[config.mk]
export PLATFORM = sky130hd
export DESIGN_NAME = mvcc_tuple_visibility_check_top
export DESIGN_NICKNAME = d
export VERILOG_FILES = /design/src/rtl/core/mvcc_pkg.sv /design/src/rtl/core/mvcc_tuple_visibility_check_top.sv /design/src/rtl/core/mvcc_ram.sv /design/src/rtl/core/mvcc_fifo.sv /design/src/rtl/core/mvcc_front.sv /design/src/rtl/core/mvcc_back.sv
export SDC_FILE = /design/constraint.sdc
export NUM_CORES = 2
export LEC_CHECK = 0
export ABC_AREA = 1
export BUFFER_PORTS_ARGS = -buffer_cell sky130_fd_sc_hd__buf_4
export CAP_MARGIN = 10
export CORE_ASPECT_RATIO = 0.6
export CORE_MARGIN = 2
export CORE_UTILIZATION = 40
export DETAILED_ROUTE_END_ITERATION = 12
export RECOVER_POWER = 25
export SLEW_MARGIN = 20
export SYNTH_ARGS = -nofsm -noshare
export SYNTH_HDL_FRONTEND = slang
export SYNTH_SLANG_ARGS = --single-unit
export TNS_END_PERCENT = 50
[constraint.sdc]
create_clock -name clk_i -period 20.4 [get_ports clk_i]
set_input_delay 2.04 -clock clk_i [delete_from_list [all_inputs] [get_ports clk_i]]
set_output_delay 2.04 -clock clk_i [all_outputs]
set_load 0.02 [all_outputs]
[src/rtl/core/mvcc_pkg.sv]
// Shared types and constants of the snapshot visibility check block.
`timescale 1ns / 1ps

package mvcc_pkg;

  // Operation codes of an input item
  typedef enum logic [1:0] {
    OP_ADD   = 2'd0,
    OP_CLEAR = 2'd1,
    OP_CHECK = 2'd2,
    OP_NONE  = 2'd3
  } op_e;

  // Hint states carried in a tuple header
  typedef enum logic [1:0] {
    HINT_NONE    = 2'd0,
    HINT_COMMIT  = 2'd1,
    HINT_ABORTED = 2'd2,
    HINT_FROZEN  = 2'd3
  } hint_e;

  // Configuration register indexes
  typedef enum logic [1:0] {
    CFG_LOW_BOUND  = 2'd0,
    CFG_HIGH_BOUND = 2'd1,
    CFG_OWN_XID    = 2'd2,
    CFG_CMD_ID     = 2'd3
  } cfg_idx_e;

  localparam int unsigned XID_W      = 32;
  localparam int unsigned CFG_IDX_W  = 2;
  localparam int unsigned CMDQ_DEPTH = 2;

  // Input transaction
  typedef struct packed {
    op_e              operation;
    logic [XID_W-1:0] listed_id;
    logic [XID_W-1:0] inserter_id;
    logic [XID_W-1:0] deleter_id;
    logic [XID_W-1:0] tuple_command;
    hint_e            inserter_hint;
    hint_e            deleter_hint;
    logic             updated_flag;
    logic             inserter_did_commit;
    logic             inserter_did_abort;
    logic             deleter_did_commit;
  } in_t;

  // Result transaction
  typedef struct packed {
    logic visible;
    logic mark_inserter_committed;
    logic mark_inserter_invalid;
    logic mark_deleter_committed;
    logic mark_deleter_invalid;
    logic list_overflow;
  } res_t;

  // Comparisons against the snapshot, worked out when an item is accepted
  typedef struct packed {
    logic ins_zero;
    logic ins_lt3;
    logic ins_ge_low;
    logic ins_ge_high;
    logic ins_own;
    logic ins_eq_del;
    logic cid_ge_cmd;
    logic del_zero;
    logic del_lt_low;
    logic del_ge_high;
    logic del_own;
  } flags_t;

  // Classified command passed from front to back
  typedef struct packed {
    op_e              op;
    logic [XID_W-1:0] listed_id;
    logic [XID_W-1:0] inserter_id;
    logic [XID_W-1:0] deleter_id;
    hint_e            inserter_hint;
    hint_e            deleter_hint;
    logic             updated_flag;
    logic             ins_com;
    logic             ins_abt;
    logic             del_com;
    flags_t           flags;
  } cmd_t;

  // Back-end sequencer states
  typedef enum logic [1:0] {
    BK_IDLE,
    BK_SCAN,
    BK_DRAIN,
    BK_DONE
  } back_state_e;

endpackage

[src/rtl/core/mvcc_tuple_visibility_check_top.sv]
// Top level of the snapshot visibility check block.
//
// Usage: the block looks like a queue on both sides. A transaction enters with
// push high while full is low; results leave in order, one per transaction,
// shown while empty is low and taken with pop. Three operations exist: add an
// id to the in-progress list, clear the list, and check a row version.
// Snapshot bounds, own transaction id and command id are written through the
// cfg_we_i / cfg_idx_i / cfg_data_i port; the user must write them only while
// the block is idle, as the block itself does not enforce this.
// Add, clear, the unused code and a check against an empty list pass through
// the idle and done states of the back sequencer; any other check also scans
// the list RAM, read one entry per cycle over the N listed ids, and then drains
// the registered read before done. From push, a transaction first passes the command queue.
// The two-entry command queue keeps taking transactions while a result
// waits; when the result is not popped the back part holds in its final
// step and the queue fills, raising full.
// Reset clears the list count, the queues and the snapshot registers; the
// list memory itself is not cleared.
`timescale 1ns / 1ps

module mvcc_tuple_visibility_check_top import mvcc_pkg::*; #(
  parameter int unsigned LIST_DEPTH = 64
) (
  input  logic                 clk_i,
  input  logic                 rst_ni,
  input  logic                 cfg_we_i,
  input  logic [CFG_IDX_W-1:0] cfg_idx_i,
  input  logic [XID_W-1:0]     cfg_data_i,
  input  logic                 push,
  output logic                 full,
  input  in_t                  in_i,
  output logic                 empty,
  input  logic                 pop,
  output res_t                 res_o
);

  cmd_t cmd_wr, cmd_rd;
  logic q_wr, q_rd, q_full, q_empty;

  mvcc_front u_front (
    .clk_i      (clk_i),
    .rst_ni     (rst_ni),
    .cfg_we_i   (cfg_we_i),
    .cfg_idx_i  (cfg_idx_i),
    .cfg_data_i (cfg_data_i),
    .push_i     (push),
    .in_i       (in_i),
    .q_full_i   (q_full),
    .q_wr_o     (q_wr),
    .cmd_o      (cmd_wr)
  );

  mvcc_fifo u_cmdq (
    .clk_i   (clk_i),
    .rst_ni  (rst_ni),
    .wr_i    (q_wr),
    .wdata_i (cmd_wr),
    .rd_i    (q_rd),
    .rdata_o (cmd_rd),
    .full_o  (q_full),
    .empty_o (q_empty)
  );

  mvcc_back #(
    .LIST_DEPTH (LIST_DEPTH)
  ) u_back (
    .clk_i     (clk_i),
    .rst_ni    (rst_ni),
    .q_empty_i (q_empty),
    .cmd_i     (cmd_rd),
    .q_rd_o    (q_rd),
    .pop_i     (pop),
    .empty_o   (empty),
    .res_o     (res_o)
  );

  assign full = q_full;

endmodule

[src/rtl/core/mvcc_ram.sv]
// Generic single-write, single-read RAM with registered read data.
`timescale 1ns / 1ps

module mvcc_ram #(
  parameter int unsigned WIDTH = 32,
  parameter int unsigned DEPTH = 64,
  localparam int unsigned AW = (DEPTH > 1) ? $clog2(DEPTH) : 1
) (
  input  logic             clk_i,
  input  logic             we_i,
  input  logic [AW-1:0]    waddr_i,
  input  logic [WIDTH-1:0] wdata_i,
  input  logic             re_i,
  input  logic [AW-1:0]    raddr_i,
  output logic [WIDTH-1:0] rdata_o
);

  logic [WIDTH-1:0] mem_q [DEPTH];
  logic [WIDTH-1:0] rdata_q;

  // Write port
  always_ff @(posedge clk_i) begin
    if (we_i) begin
      mem_q[waddr_i] <= wdata_i;
    end
  end

  // Registered read port
  always_ff @(posedge clk_i) begin
    if (re_i) begin
      rdata_q <= mem_q[raddr_i];
    end
  end

  assign rdata_o = rdata_q;

endmodule

[src/rtl/core/mvcc_fifo.sv]
// Short command queue between the front and back parts.
`timescale 1ns / 1ps

module mvcc_fifo import mvcc_pkg::*; (
  input  logic clk_i,
  input  logic rst_ni,
  input  logic wr_i,
  input  cmd_t wdata_i,
  input  logic rd_i,
  output cmd_t rdata_o,
  output logic full_o,
  output logic empty_o
);

  localparam int unsigned PW = (CMDQ_DEPTH > 1) ? $clog2(CMDQ_DEPTH) : 1;
  localparam int unsigned CW = $clog2(CMDQ_DEPTH + 1);

  cmd_t          mem_q [CMDQ_DEPTH];
  logic [PW-1:0] wr_ptr_q, wr_ptr_d;
  logic [PW-1:0] rd_ptr_q, rd_ptr_d;
  logic [CW-1:0] cnt_q, cnt_d;

  assign full_o  = (cnt_q == CW'(CMDQ_DEPTH));
  assign empty_o = (cnt_q == '0);
  assign rdata_o = mem_q[rd_ptr_q];

  // Advance pointers and fill level
  always_comb begin
    wr_ptr_d = wr_ptr_q;
    rd_ptr_d = rd_ptr_q;
    cnt_d    = cnt_q;
    if (wr_i) begin
      wr_ptr_d = (wr_ptr_q == PW'(CMDQ_DEPTH - 1)) ? '0 : wr_ptr_q + PW'(1);
    end
    if (rd_i) begin
      rd_ptr_d = (rd_ptr_q == PW'(CMDQ_DEPTH - 1)) ? '0 : rd_ptr_q + PW'(1);
    end
    if (wr_i && !rd_i) begin
      cnt_d = cnt_q + CW'(1);
    end else if (rd_i && !wr_i) begin
      cnt_d = cnt_q - CW'(1);
    end
  end

  always_ff @(posedge clk_i or negedge rst_ni) begin
    if (!rst_ni) begin
      wr_ptr_q <= '0;
      rd_ptr_q <= '0;
      cnt_q    <= '0;
    end else begin
      wr_ptr_q <= wr_ptr_d;
      rd_ptr_q <= rd_ptr_d;
      cnt_q    <= cnt_d;
    end
  end

  // Store entries
  always_ff @(posedge clk_i) begin
    if (wr_i) begin
      mem_q[wr_ptr_q] <= wdata_i;
    end
  end

endmodule

[src/rtl/core/mvcc_front.sv]
// Front part: holds the snapshot registers and classifies accepted transactions.
`timescale 1ns / 1ps

module mvcc_front import mvcc_pkg::*; (
  input  logic                 clk_i,
  input  logic                 rst_ni,
  input  logic                 cfg_we_i,
  input  logic [CFG_IDX_W-1:0] cfg_idx_i,
  input  logic [XID_W-1:0]     cfg_data_i,
  input  logic                 push_i,
  input  in_t                  in_i,
  input  logic                 q_full_i,
  output logic                 q_wr_o,
  output cmd_t                 cmd_o
);

  logic [XID_W-1:0] low_q, high_q, own_q, cmd_id_q;
  flags_t           flags;

  // Write configuration registers
  always_ff @(posedge clk_i or negedge rst_ni) begin
    if (!rst_ni) begin
      low_q    <= '0;
      high_q   <= '0;
      own_q    <= '0;
      cmd_id_q <= '0;
    end else if (cfg_we_i) begin
      unique case (cfg_idx_e'(cfg_idx_i))
        CFG_LOW_BOUND:  low_q    <= cfg_data_i;
        CFG_HIGH_BOUND: high_q   <= cfg_data_i;
        CFG_OWN_XID:    own_q    <= cfg_data_i;
        CFG_CMD_ID:     cmd_id_q <= cfg_data_i;
        default: ;
      endcase
    end
  end

  // Compare ids against the snapshot
  always_comb begin
    flags.ins_zero    = (in_i.inserter_id == '0);
    flags.ins_lt3     = (in_i.inserter_id < XID_W'(3));
    flags.ins_ge_low  = (in_i.inserter_id >= low_q);
    flags.ins_ge_high = (in_i.inserter_id >= high_q);
    flags.ins_own     = (in_i.inserter_id == own_q);
    flags.ins_eq_del  = (in_i.inserter_id == in_i.deleter_id);
    flags.cid_ge_cmd  = (in_i.tuple_command >= cmd_id_q);
    flags.del_zero    = (in_i.deleter_id == '0);
    flags.del_lt_low  = (in_i.deleter_id < low_q);
    flags.del_ge_high = (in_i.deleter_id >= high_q);
    flags.del_own     = (in_i.deleter_id == own_q);
  end

  // Pack the classified command
  always_comb begin
    cmd_o.op            = in_i.operation;
    cmd_o.listed_id     = in_i.listed_id;
    cmd_o.inserter_id   = in_i.inserter_id;
    cmd_o.deleter_id    = in_i.deleter_id;
    cmd_o.inserter_hint = in_i.inserter_hint;
    cmd_o.deleter_hint  = in_i.deleter_hint;
    cmd_o.updated_flag  = in_i.updated_flag;
    cmd_o.ins_com       = in_i.inserter_did_commit;
    cmd_o.ins_abt       = in_i.inserter_did_abort;
    cmd_o.del_com       = in_i.deleter_did_commit;
    cmd_o.flags         = flags;
  end

  assign q_wr_o = push_i && !q_full_i;

endmodule

[src/rtl/core/mvcc_back.sv]
// Back part: keeps the in-progress list, scans it and forms the result.
`timescale 1ns / 1ps

module mvcc_back import mvcc_pkg::*; #(
  parameter int unsigned LIST_DEPTH = 64
) (
  input  logic clk_i,
  input  logic rst_ni,
  input  logic q_empty_i,
  input  cmd_t cmd_i,
  output logic q_rd_o,
  input  logic pop_i,
  output logic empty_o,
  output res_t res_o
);

  localparam int unsigned AW = (LIST_DEPTH > 1) ? $clog2(LIST_DEPTH) : 1;
  localparam int unsigned CW = $clog2(LIST_DEPTH + 1);

  back_state_e      state_q, state_d;
  cmd_t             cmd_q;
  logic [CW-1:0]    cnt_q, cnt_d;
  logic [CW-1:0]    idx_q, idx_d;
  logic             cmp_q;
  logic             found_ins_q, found_del_q;
  logic             out_vld_q, out_vld_d;
  res_t             res_q, res_d;
  logic             out_free;
  logic             rd_en, ram_we, load, res_ld;
  logic [XID_W-1:0] rd_data;

  // Decide visibility and hint bits of a check
  function automatic res_t check_tuple(cmd_t c, logic fi, logic fd);
    res_t   r;
    logic   vis;
    logic   hint;
    flags_t f;
    r    = '0;
    f    = c.flags;
    vis  = 1'b0;
    hint = 1'b0;
    unique case (c.inserter_hint)
      HINT_COMMIT: begin
        if (!f.ins_lt3 && (f.ins_ge_high || (f.ins_ge_low && fi))) return r;
      end
      HINT_ABORTED: begin
        return r;
      end
      HINT_NONE: begin
        if (f.ins_zero) return r;
        if (f.ins_own) begin
          if (f.cid_ge_cmd) return r;
          if (c.updated_flag && f.ins_eq_del) return r;
        end else begin
          priority if (f.ins_lt3) begin
            hint = 1'b1;
            vis  = 1'b1;
          end else if (f.ins_ge_high || (f.ins_ge_low && fi)) begin
            vis = 1'b0;
          end else if (c.ins_com) begin
            hint = 1'b1;
            vis  = 1'b1;
          end else begin
            vis = 1'b0;
          end
          if (hint) begin
            r.mark_inserter_committed = 1'b1;
          end else if (!vis && c.ins_abt) begin
            r.mark_inserter_invalid = 1'b1;
          end
          if (!vis) return r;
        end
      end
      HINT_FROZEN: begin
      end
      default: ;
    endcase

    // Deleter side
    if (f.del_zero) begin
      r.visible = 1'b1;
      return r;
    end
    if (c.deleter_hint == HINT_COMMIT) begin
      r.visible = !f.del_lt_low && (f.del_ge_high || fd);
      return r;
    end
    if (c.deleter_hint != HINT_NONE) begin
      r.visible = 1'b1;
      return r;
    end
    if (f.del_own) begin
      r.visible = f.cid_ge_cmd;
      return r;
    end
    if (f.del_lt_low || !(f.del_ge_high || fd)) begin
      if (c.del_com) begin
        r.mark_deleter_committed = 1'b1;
      end else begin
        r.mark_deleter_invalid = 1'b1;
        r.visible              = 1'b1;
      end
      return r;
    end
    r.visible = 1'b1;
    if (!f.del_ge_high && !c.del_com) begin
      r.mark_deleter_invalid = 1'b1;
    end
    return r;
  endfunction

  assign out_free = !out_vld_q || pop_i;

  // Next state
  always_comb begin
    state_d = state_q;
    unique case (state_q)
      BK_IDLE: begin
        if (!q_empty_i) begin
          state_d = (cmd_i.op == OP_CHECK && cnt_q != '0) ? BK_SCAN : BK_DONE;
        end
      end
      BK_SCAN: begin
        if (idx_q + CW'(1) == cnt_q) state_d = BK_DRAIN;
      end
      BK_DRAIN: begin
        state_d = BK_DONE;
      end
      BK_DONE: begin
        if (out_free) state_d = BK_IDLE;
      end
      default: state_d = BK_IDLE;
    endcase
  end

  // State outputs
  always_comb begin
    q_rd_o = 1'b0;
    load   = 1'b0;
    rd_en  = 1'b0;
    res_ld = 1'b0;
    ram_we = 1'b0;
    idx_d  = idx_q;
    cnt_d  = cnt_q;
    unique case (state_q)
      BK_IDLE: begin
        q_rd_o = !q_empty_i;
        load   = !q_empty_i;
        idx_d  = '0;
      end
      BK_SCAN: begin
        rd_en = 1'b1;
        idx_d = idx_q + CW'(1);
      end
      BK_DRAIN: ;
      BK_DONE: begin
        if (out_free) begin
          res_ld = 1'b1;
          if (cmd_q.op == OP_ADD && cnt_q < CW'(LIST_DEPTH)) begin
            ram_we = 1'b1;
            cnt_d  = cnt_q + CW'(1);
          end else if (cmd_q.op == OP_CLEAR) begin
            cnt_d = '0;
          end
        end
      end
      default: ;
    endcase
  end

  // Form the result of the current command
  always_comb begin
    res_d = '0;
    unique case (cmd_q.op)
      OP_ADD:   res_d.list_overflow = (cnt_q >= CW'(LIST_DEPTH));
      OP_CLEAR: ;
      OP_CHECK: res_d = check_tuple(cmd_q, found_ins_q, found_del_q);
      OP_NONE:  ;
      default:  ;
    endcase
  end

  // Hold the result until it is taken
  always_comb begin
    out_vld_d = out_vld_q;
    if (pop_i && out_vld_q) out_vld_d = 1'b0;
    if (res_ld) out_vld_d = 1'b1;
  end

  always_ff @(posedge clk_i or negedge rst_ni) begin
    if (!rst_ni) begin
      state_q     <= BK_IDLE;
      cnt_q       <= '0;
      idx_q       <= '0;
      cmp_q       <= 1'b0;
      out_vld_q   <= 1'b0;
      found_ins_q <= 1'b0;
      found_del_q <= 1'b0;
    end else begin
      state_q   <= state_d;
      cnt_q     <= cnt_d;
      idx_q     <= idx_d;
      cmp_q     <= rd_en;
      out_vld_q <= out_vld_d;
      // Clear match flags on load, then collect matches from the scan
      if (load) begin
        found_ins_q <= 1'b0;
        found_del_q <= 1'b0;
      end else if (cmp_q) begin
        if (rd_data == cmd_q.inserter_id) found_ins_q <= 1'b1;
        if (rd_data == cmd_q.deleter_id)  found_del_q <= 1'b1;
      end
    end
  end

  // Payload registers
  always_ff @(posedge clk_i) begin
    if (load)   cmd_q <= cmd_i;
    if (res_ld) res_q <= res_d;
  end

  mvcc_ram #(
    .WIDTH (XID_W),
    .DEPTH (LIST_DEPTH)
  ) u_list (
    .clk_i   (clk_i),
    .we_i    (ram_we),
    .waddr_i (cnt_q[AW-1:0]),
    .wdata_i (cmd_q.listed_id),
    .re_i    (rd_en),
    .raddr_i (idx_q[AW-1:0]),
    .rdata_o (rd_data)
  );

  assign empty_o = !out_vld_q;
  assign res_o   = res_q;

endmodule

==> results.json <==
{
  "yosys.area_share.adder_pct": 1.98,
  "power.switching_uw": 5550,
  "clock_latency_ns": 0.92,
  "finClkSkew_ns": 0.0792,
  "grt_max_degree": 174,
  "holdWs_ns": 0.488,
  "yosys_warnings": 0,
  "hp-class": "register to register",
  "synthMuxAreaShare_pct": 0,
  "final_cells": 12100,
  "post-route-period-util_pct": 25.0,
  "ys_ff_latch": 2589,
  "fin_tns_setup_ns": 0,
  "dieArea_mm2": 0.268,
  "synth_cell_type_count": 42,
  "required_ns": 20.99,
  "crit_family": "buffers and inverters",
  "slowest_stage": "dfrtp_4",
  "htreeDepth": 4,
  "cts_tree": "done",
  "intPower_uw": 10200,
  "cp_num_buf_inv": 3,
  "synth_edf_count": 2437,
  "cp_cell_sequence": "buf_4, buf_12, buf_4, nor2_1, o21ai_1, o21ai_0, o211ai_1, nand3_1, nand3_1, nand2_1",
  "grt_pass1_wl_mm": 471,
  "die_h_um": 401,
  "initial_core_util_pct": 40.3,
  "cp-start-kind": "register",
  "synthSimpleGateAreaFrac_pct": 10.4,
  "drive_gt1_share_pct": 7.89,
  "pin_count": 185,
  "firstDrtPassIters": 7,
  "power_density_mw_per_mm2": 133,
  "syn_nets": 8652,
  "drcViolationCount": 0,
  "clk_pin_slew_worst_paths_ns": 0.07,
  "syn_area_mm2": 0.105,
  "arrival_ns": 5.68,
  "hold_viol": 0,
  "fill_cells": 23000,
  "synth-compound-area-share_pct": 10.4,
  "share_comb_of_total_power_pct": 26.6,
  "rsz0062_at_grt": "no",
  "cts-buffers-inserted": 236,
  "pwr-share-clk_pct": 28.6,
  "tightest_slew_ns": 4.99,
  "status": "finished, violations left",
  "clock-sinks": 2589,
  "cts_setup_buffers": 0,
  "crit_type": "register to register",
  "die_width_um": 666,
  "fmax_mhz": 196,
  "synth_top_family_by_area": "simple AND/OR/NAND/NOR gates",
  "syn_area_per_cell_um2": 12.7,
  "row_count": 145,
  "grt_antenna_before_repair": 28,
  "synth_cells": 8308,
  "synth-seq-area-share_pct": 73.1,
  "drtIter0Drc": 12400,
  "path_max_fanout": 149,
  "globalRouteOverflowTotal": 0,
  "synth_flop_cell": "edfxtp_1",
  "seq_power_share_pct": 44.8,
  "cts_resized": 0,
  "swShare_pct": 35.3,
  "slew_violations": 1261,
  "grt_pass1_vias": 63200,
  "clockBufferDepth": 4,
  "ant_nets": 0,
  "fp.coreArea_mm2": 0.261,
  "nets": 8746,
  "leakage_uw": 0.0398,
  "yosys.area_share.xor_xnor_pct": 1.09,
  "dp_cells": 11600,
  "vdd_drop_max_mv": 0.123,
  "dr_total_vias": 69900,
  "track_usage_pct": 24.3,
  "place_congestion": 0.965,
  "cpPeakStageDelay_ns": 0.92,
  "synthArstFlopShare_pct": 5.87,
  "portBuffers": 184,
  "violations": "capacitance limit, slew limit",
  "dp.final_hpwl_mm": 211,
  "routed_wl_mm": 335,
  "holdBufCountCts": 0,
  "drv_cap": 26,
  "slew_headroom_pct": -233,
  "setup.worst_path.end_class": "register",
  "fin_crit_ns": 5.09,
  "via_per_inst": 5.80,
  "total_power_uw": 15700,
  "setup_viol": 0,
  "wl_per_cell_um": 27.8,
  "root_buffer": "clkbuf_16",
  "area_growth_pct": 12.2
}
==> worst paths after layout <==
| kind | start | to | slack, ns | depth (start not counted) |
|---|---|---|---|---|
| max | u_back.idx_q[1]$_DFFE_PN0P_ | u_back.u_list.rdata_o[20]$_DFFE_PP_ | 15.31 | 10 |
| min | u_front.cmd_id_q[31]$_DFFE_PN0P_ | u_front.cmd_id_q[31]$_DFFE_PN0P_ | 0.49 | 2 |
| max reg2reg | u_back.idx_q[1]$_DFFE_PN0P_ | u_back.u_list.rdata_o[20]$_DFFE_PP_ | 15.31 | 10 |
| min reg2reg | u_front.cmd_id_q[31]$_DFFE_PN0P_ | u_front.cmd_id_q[31]$_DFFE_PN0P_ | 0.49 | 2 |
| max in group asynchronous | rst_ni | u_front.own_q[28]$_DFFE_PN0P_ | 17.62 | 2 |
| min in group asynchronous | rst_ni | u_back.out_vld_q$_DFFE_PN0P_ | 1.23 | 1 |
==> routing by layer <==
metal | global-route usage, % | share of wire [%] | vias up
li1 | - | - | 30400
met1 | 37.0 | 42 | 34800
met2 | 31.2 | 39 | 4221
met3 | 10.9 | 17 | 443
met4 | 5.35 | 2.3 | 4
met5 | 0 | 0.0081 | -
==> metrics by stage <==
stage	utilization (%)	setup slack, ns	area [um^2]
final	45.2	15.31	118000
after global placement	42.3	14.98	110000
after global routing	45.2	15.41	118000
after detailed placement	42.4	14.91	111000
after CTS	45.3	15.66	118000
after floorplan	-	12.59	105000
==> power by group through the flow <==
stage                     combinational (uW)  clock, uW  sequential [uW]
after floorplan                         2150          0             7190
after global placement                  4000          0             7100
after detailed placement                4090          0             7090
after CTS                               4100       4530             6990
after global routing                    4470       4740             7070
final                                   4190       4500             7040
==> worst register-to-register path, delay by kind of cell, from the launching register on <==
kind                   cells  cell delay [ns]
flip-flops                 1             0.92
AO/OA/AOI/OAI              3             0.92
buffers and inverters      3             2.12
AND/OR/NAND/NOR            4             0.81
==> sequential cells by signal, summed over array words and instances (netlist names), 2 cells and up <==
register,flops
u_back.u_list.mem_q,2048
u_cmdq.mem_q,234
u_back.cmd_q,117
u_back.u_list.rdata_o,32
u_front.cmd_id_q,32
u_front.high_q,32
u_front.low_q,32
u_front.own_q,32
u_back.cnt_q,7
u_back.idx_q,7
u_back.res_o,6
u_back.state_q,2
u_cmdq.cnt_q,2
==> placed cells by master, fill, tap and decap left out, drive strengths merged <==
| master | instances |
|---|---|
| o22ai | 184 |
| diode | 4 |
| clkbuf | 409 |
| a21o | 1 |
| o32ai | 1 |
| nand4 | 42 |
| o211ai | 264 |
| nor3b | 2 |
| nor2 | 1389 |
| edfxtp | 2437 |
| a21oi | 217 |
| o2111ai | 1 |
| clkinvlp | 12 |
| nand3 | 339 |
| nand2 | 877 |
| nor3 | 31 |
| clkinv | 111 |
| a32oi | 1 |
| and3 | 3 |
| nor4b | 1 |
| or2 | 17 |
| a41oi | 1 |
| buf | 201 |
| a211oi | 2 |
| nand3b | 1 |
| dfrtp | 152 |
| ha | 167 |
| inv | 248 |
| a31oi | 1 |
| bufinv | 27 |
| a22oi | 77 |
| xor2 | 52 |
| nor4 | 30 |
| o21a | 5 |
| xnor2 | 79 |
| o21ai | 1210 |
==> logic make-up (layout without fill, tap and decap cells) <==
kind of cell	count (synthesis)	count (layout)
fa+ha+maj	167	167
other cells	0	4
flops	2589	2589
compound gates	1965	1965
xor+xnor	131	131
buf+inv	724	1008
simple gates	2732	2732
==> Yosys cell counts (5+ instances only) <==
cell type,n,area [um^2]
buf_2,123,616
inv_2,5,18.8
nand2_1,876,3290
o21ai_1,285,1430
nand4_1,42,263
o21a_1,5,37.5
nand3_1,339,1700
clkbuf_1,263,987
nor2_1,1388,5210
nor3_1,31,155
o211ai_1,264,1980
nor4_1,30,188
buf_4,24,180
o21ai_0,925,4630
inv_1,237,890
dfrtp_1,152,3800
xnor2_1,79,692
clkinv_1,5,18.8
edfxtp_1,2437,73200
buf_1,40,150
or2_2,17,106
a21oi_1,217,1090
ha_1,167,2090
a22oi_1,77,578
xor2_1,52,455
buf_6,24,270
o22ai_1,184,1150
==> layout make-up <==
type                       count  area (um^2)  area share, %
sequential                  2589        77000           65.2
antenna                        4         10.0        0.00847
multi-input combinational   4995        25700           21.8
clock buffer                 277         6220           5.26
inverter                     247          957          0.810
tap                         3454         4320           3.66
clock inverter               151         1450           1.23
timing repair buffer         333         2460           2.08
No activity file was read; power rests on OpenSTA's default activity.
